===== config.mk =====
export PLATFORM = sky130hd
export DESIGN_NAME = pgms_score
export DESIGN_NICKNAME = d
export VERILOG_FILES = /design/src/pgms_pkg.sv /design/src/pgms_score.sv
export SDC_FILE = /design/constraint.sdc
export NUM_CORES = 1
export LEC_CHECK = 0
export ABC_CLOCK_PERIOD_IN_PS = 5500
export BUFFER_PORTS_ARGS = -buffer_cell sky130_fd_sc_hd__buf_2
export CAP_MARGIN = 10
export CORE_ASPECT_RATIO = 0.75
export CORE_MARGIN = 2
export CORE_UTILIZATION = 50
export DETAILED_ROUTE_END_ITERATION = 16
export GPL_TIMING_DRIVEN = 0
export PLACE_DENSITY = 0.9
export SYNTH_ARGS = -nofsm -noshare
export SYNTH_HDL_FRONTEND = slang
export SYNTH_SLANG_ARGS = --single-unit

===== constraint.sdc =====
create_clock -name vclk -period 5.5
set_input_delay 0.275 -clock vclk [all_inputs]
set_output_delay 0.275 -clock vclk [all_outputs]
set_load 0.02 [all_outputs]

===== src/pgms_pkg.sv =====
// Package: shared constants, codes and types of the packed genome motif scanner.
`default_nettype none

package pgms_pkg;

   // genome word and input field widths
   localparam int WORD_BITS = 32;
   localparam int OFF_W     = $clog2(WORD_BITS);
   localparam int POS_W     = 15;
   localparam int WIDX_W    = 10;
   localparam int WSEL_W    = POS_W - OFF_W;
   localparam int SPLIT_W   = WSEL_W / 2;

   // default sizes
   localparam int DEF_GENOME_WORDS = 1024;
   localparam int DEF_PROMOTER_LEN = 22;

   // configuration registers
   localparam int PROMO_REG_W = 22;
   localparam int SD_REG_W    = 13;
   localparam int STOP_REG_W  = 3;
   localparam int CSR_DATA_W  = PROMO_REG_W;
   localparam int CSR_IDX_W   = 2;

   localparam logic [CSR_IDX_W-1:0] REG_PROMOTER  = 2'd0;
   localparam logic [CSR_IDX_W-1:0] REG_SHINE_DAL = 2'd1;
   localparam logic [CSR_IDX_W-1:0] REG_STOP      = 2'd2;

   localparam logic [PROMO_REG_W-1:0] PROMO_RESET = '0;
   localparam logic [SD_REG_W-1:0]    SD_RESET    = '0;
   localparam logic [STOP_REG_W-1:0]  STOP_RESET  = 3'd1;

   // item operations
   localparam int OP_W = 2;
   localparam logic [OP_W-1:0] OP_LOAD  = 2'd0;
   localparam logic [OP_W-1:0] OP_WRITE = 2'd1;
   localparam logic [OP_W-1:0] OP_FLIP  = 2'd2;
   localparam logic [OP_W-1:0] OP_QUERY = 2'd3;

   // motif geometry
   localparam int TERM_SIZE    = 4;
   localparam int TERM_OFFSET  = 10;
   localparam int SD_CHECKED   = 9;
   localparam int SD_FIRST_RUN = 6;
   localparam int SD_GAP       = 4;
   localparam int CODON_BITS   = 3;

   // result widths
   localparam int PD_W   = 5;
   localparam int TD_W   = 3;

   typedef struct packed {
      logic [PD_W-1:0]       promoter_distance;
      logic [TD_W-1:0]       terminator_distance;
      logic                  shine_dal_match;
      logic                  stop_match;
      logic [CODON_BITS-1:0] codon_value;
   } score_type;

endpackage

`default_nettype wire


===== src/pgms_score.sv =====
// Motif scoring of the bit window that starts inside a pair of adjacent genome words.
`default_nettype none

module pgms_score #(
   parameter int PROMOTER_LEN = pgms_pkg::DEF_PROMOTER_LEN
) (
   input  wire logic [pgms_pkg::WORD_BITS-1:0]   word_first,
   input  wire logic [pgms_pkg::WORD_BITS-1:0]   word_next,
   input  wire logic [pgms_pkg::OFF_W-1:0]       bit_off,
   input  wire logic [pgms_pkg::PROMO_REG_W-1:0] promoter_pattern,
   input  wire logic [pgms_pkg::SD_REG_W-1:0]    shine_dal_pattern,
   input  wire logic [pgms_pkg::STOP_REG_W-1:0]  stop_pattern,
   output pgms_pkg::score_type                   score
);

   localparam int WB = pgms_pkg::WORD_BITS;
   localparam int CNT_W = $clog2(WB + 1);
   localparam logic [WB-1:0] PMASK = {WB{1'b1}} >> (WB - PROMOTER_LEN);
   localparam logic [CNT_W-1:0] PD_MAX = CNT_W'((1 << pgms_pkg::PD_W) - 1);

   // ones count over nibbles: eight short adds
   function automatic logic [CNT_W-1:0] ones32(input logic [WB-1:0] v);
      logic [CNT_W-1:0] acc;
      acc = '0;
      for (int n = 0; n < WB / 4; n++) begin
         acc = acc + CNT_W'(v[4*n]) + CNT_W'(v[4*n+1])
                   + CNT_W'(v[4*n+2]) + CNT_W'(v[4*n+3]);
      end
      return acc;
   endfunction

   logic [2*WB-1:0]                   pair;
   logic [WB-1:0]                     win;
   logic [WB-1:0]                     pdiff;
   logic [CNT_W-1:0]                  pcount;
   logic [pgms_pkg::TERM_SIZE-1:0]    stem;
   logic [pgms_pkg::TERM_SIZE-1:0]    loop_bits;
   logic [pgms_pkg::TD_W-1:0]         tcount;
   logic                              sd_miss;
   logic [pgms_pkg::CODON_BITS-1:0]   codon;

   // window: bit at pos lands in the msb
   assign pair = {word_first, word_next} << bit_off;
   assign win  = pair[2*WB-1 -: WB];

   // promoter Hamming distance, saturated
   assign pdiff  = ((win >> (WB - PROMOTER_LEN)) ^ WB'(promoter_pattern)) & PMASK;
   assign pcount = ones32(pdiff);

   // stem against reversed loop side, and ribosome site
   always_comb begin
      tcount  = '0;
      sd_miss = 1'b0;
      for (int i = 0; i < pgms_pkg::TERM_SIZE; i++) begin
         stem[pgms_pkg::TERM_SIZE-1-i] = win[WB-1-i];
         loop_bits[i] = win[WB-1-(pgms_pkg::TERM_OFFSET - pgms_pkg::TERM_SIZE + 1 + i)];
      end
      for (int i = 0; i < pgms_pkg::TERM_SIZE; i++) begin
         tcount = tcount + pgms_pkg::TD_W'(stem[i] ^ loop_bits[i]);
      end
      for (int i = 0; i < pgms_pkg::SD_CHECKED; i++) begin
         if (win[WB-1-((i >= pgms_pkg::SD_FIRST_RUN) ? i + pgms_pkg::SD_GAP : i)]
             != shine_dal_pattern[pgms_pkg::SD_REG_W-1-i]) begin
            sd_miss = 1'b1;
         end
      end
   end

   assign codon = win[WB-1 -: pgms_pkg::CODON_BITS];

   assign score.promoter_distance   = (pcount > PD_MAX) ? pgms_pkg::PD_W'(PD_MAX)
                                                        : pgms_pkg::PD_W'(pcount);
   assign score.terminator_distance = tcount;
   assign score.shine_dal_match     = !sd_miss;
   assign score.stop_match          = (codon == stop_pattern);
   assign score.codon_value         = codon;

endmodule

`default_nettype wire


==> run metrics <==
status=finished with violations; failing checks=setup timing; TritonRoute pass-1 iters=7; placed cells=617; Post-CTS Hold Buffers=0; fin crit share=1.10; GP Congestion=1.01; via/cell ratio=6.72; # DRC=0; CP Data Arrival Time=5.76 ns; Reg area=0 µm²; Fill cells=596; I/O Buffers=103; Final nets=676; initial antenna violation count=0; clock buffers=0; core area=7360 µm²; seq_cells=0; Worst-Margin Slew=0.875 ns; worst setup path category=input port to output port; layout cells sized above 1=0.483; initial core utilization=0.515; Layout area overhead=33.9%; full die area=8310 µm²; HP Class=input port to output port; YS warnings=0; Lkg Pwr=2.28 nW; Slew Limit Fails=0; grt total ovfl=0; row count=27; worst vdd ir=2.81 mV; Tot GR Track Use=0.377; min cycle time layout=6.04 ns; Post-Synthesis Cells=413; CP required=5.22 ns; Synth cell types=55; pin count of the biggest net entering global routing=11; die height=79.4 µm; post-DR wirelength/cell=24.5 µm; vias in the first global route=4181; RSZ-0062 raised after global routing=true; first-pass GRT wire length=24000 µm; Post-Synthesis Cell Area=3790 µm²; Final Hold Fails=0; DRT antenna net count=0; post-route setup slack=-0.537 ns; final WL=15700 µm; CP startpoint kind=input port; Finished Layout Cells=643; most frequent cells in the layout=104 x buf_2, 39 x mux2i_1, 33 x nand2_1, 32 x buf_4, 30 x mux4_2; Slew HR=0.411; number of diodes=0; power per cell area=558 nW/µm²; register area share after synthesis=0; DR vias=4320; width of the die=105 µm; commonest non-fill, non-tap cell in the layout=buf_2; fmax=0.166 GHz; max-cap violations=0; Critical Path Fanout Max=7; Setup crit end kind=output port; syn nets=545; HPWL after detailed placement=12100 µm; Initial DRC Count=440; Ports=120; power after layout=2.83 mW; final setup fails=4; Mean Syn Cell Area=9.19 µm²
[routing by layer]
layer,share of wire,global-route usage,vias up
met4,0.025,0.0560,0
li1,-,-,1825
met5,0,0,-
met1,0.40,0.520,2055
met3,0.13,0.0588,51
met2,0.45,0.644,389
[synthesized netlist by cell type (10+ instances only)]
cell type	n	area, µm²
fa_1	16	320
mux2_2	28	315
mux2i_1	52	521
xor2_1	22	193
o21ai_0	17	85.1
xnor2_1	17	149
mux4_2	30	676
nor2_1	18	67.6
clkbuf_1	10	37.5
nand2_1	33	124
inv_1	24	90.1
[critical path: stages]
cell	delay (ns)
buf_12	0.11
buf_12	0.13
buf_12	0.14
buf_12	0.14
mux2i_4	0.20
mux4_2	0.51
a21oi_4	0.19
and2_4	0.17
a31oi_4	0.04
xnor2_2	0.19
fa_1	0.56
inv_2	0.04
fa_1	0.46
fa_1	0.58
fa_2	0.45
fa_1	0.52
inv_2	0.05
ha_4	0.16
fa_2	0.36
a21o_1	0.16
a21o_1	0.14
buf_2	0.15
[final timing paths]
check / startpoint / to / slack (ns) / cells past startpoint
max: bit_off[0] / score[12] / -0.54 / 22
min: stop_pattern[0] / score[3] / 0.94 / 4
[area by class of cell]
cell class,count,area (µm²),area share
buffer,35,333,0.0655
tap,101,126,0.0249
inverter,27,104,0.0204
multi-input combinational,350,3700,0.729
timing repair buffer,130,811,0.160
[through the flow]
stage | utilization | cell area (µm²) | setup TNS, ns | setup WS, ns | hold slack, ns
after floorplan | - | 3850 | -0.445 | -0.171 | 0.733
after global placement | 0.610 | 4500 | -4.05 | -0.962 | 0.923
after detailed placement | 0.610 | 4500 | -4.85 | -1.13 | 0.940
after CTS | 0.675 | 4970 | -1.75 | -0.507 | 0.940
after global routing | 0.690 | 5080 | -2.51 | -0.691 | 0.959
final | 0.690 | 5080 | -1.87 | -0.537 | 0.938
[power breakdown]
part	internal (mW)	leakage, nW	switching (mW)
combinational	1.38	2.28	1.45
clock	0	0	0
sequential	0	0	0
total	1.38	2.28	1.45
[cell families after synthesis]
kind of cell / synth area share
buf+inv: 0.0897
xor+xnor: 0.0943
mux: 0.440
fa+ha+maj: 0.114
compound gates: 0.154
simple gates: 0.108
[timing repair]
item | in CTS | in global routing
gates resized for setup | 68 | 17
setup endpoints to repair | 5 | 5
pin swaps | 11 | 7
buffers inserted | 22 | 3
cloned | 1 | 1
Power figures use the tool's default switching activity.
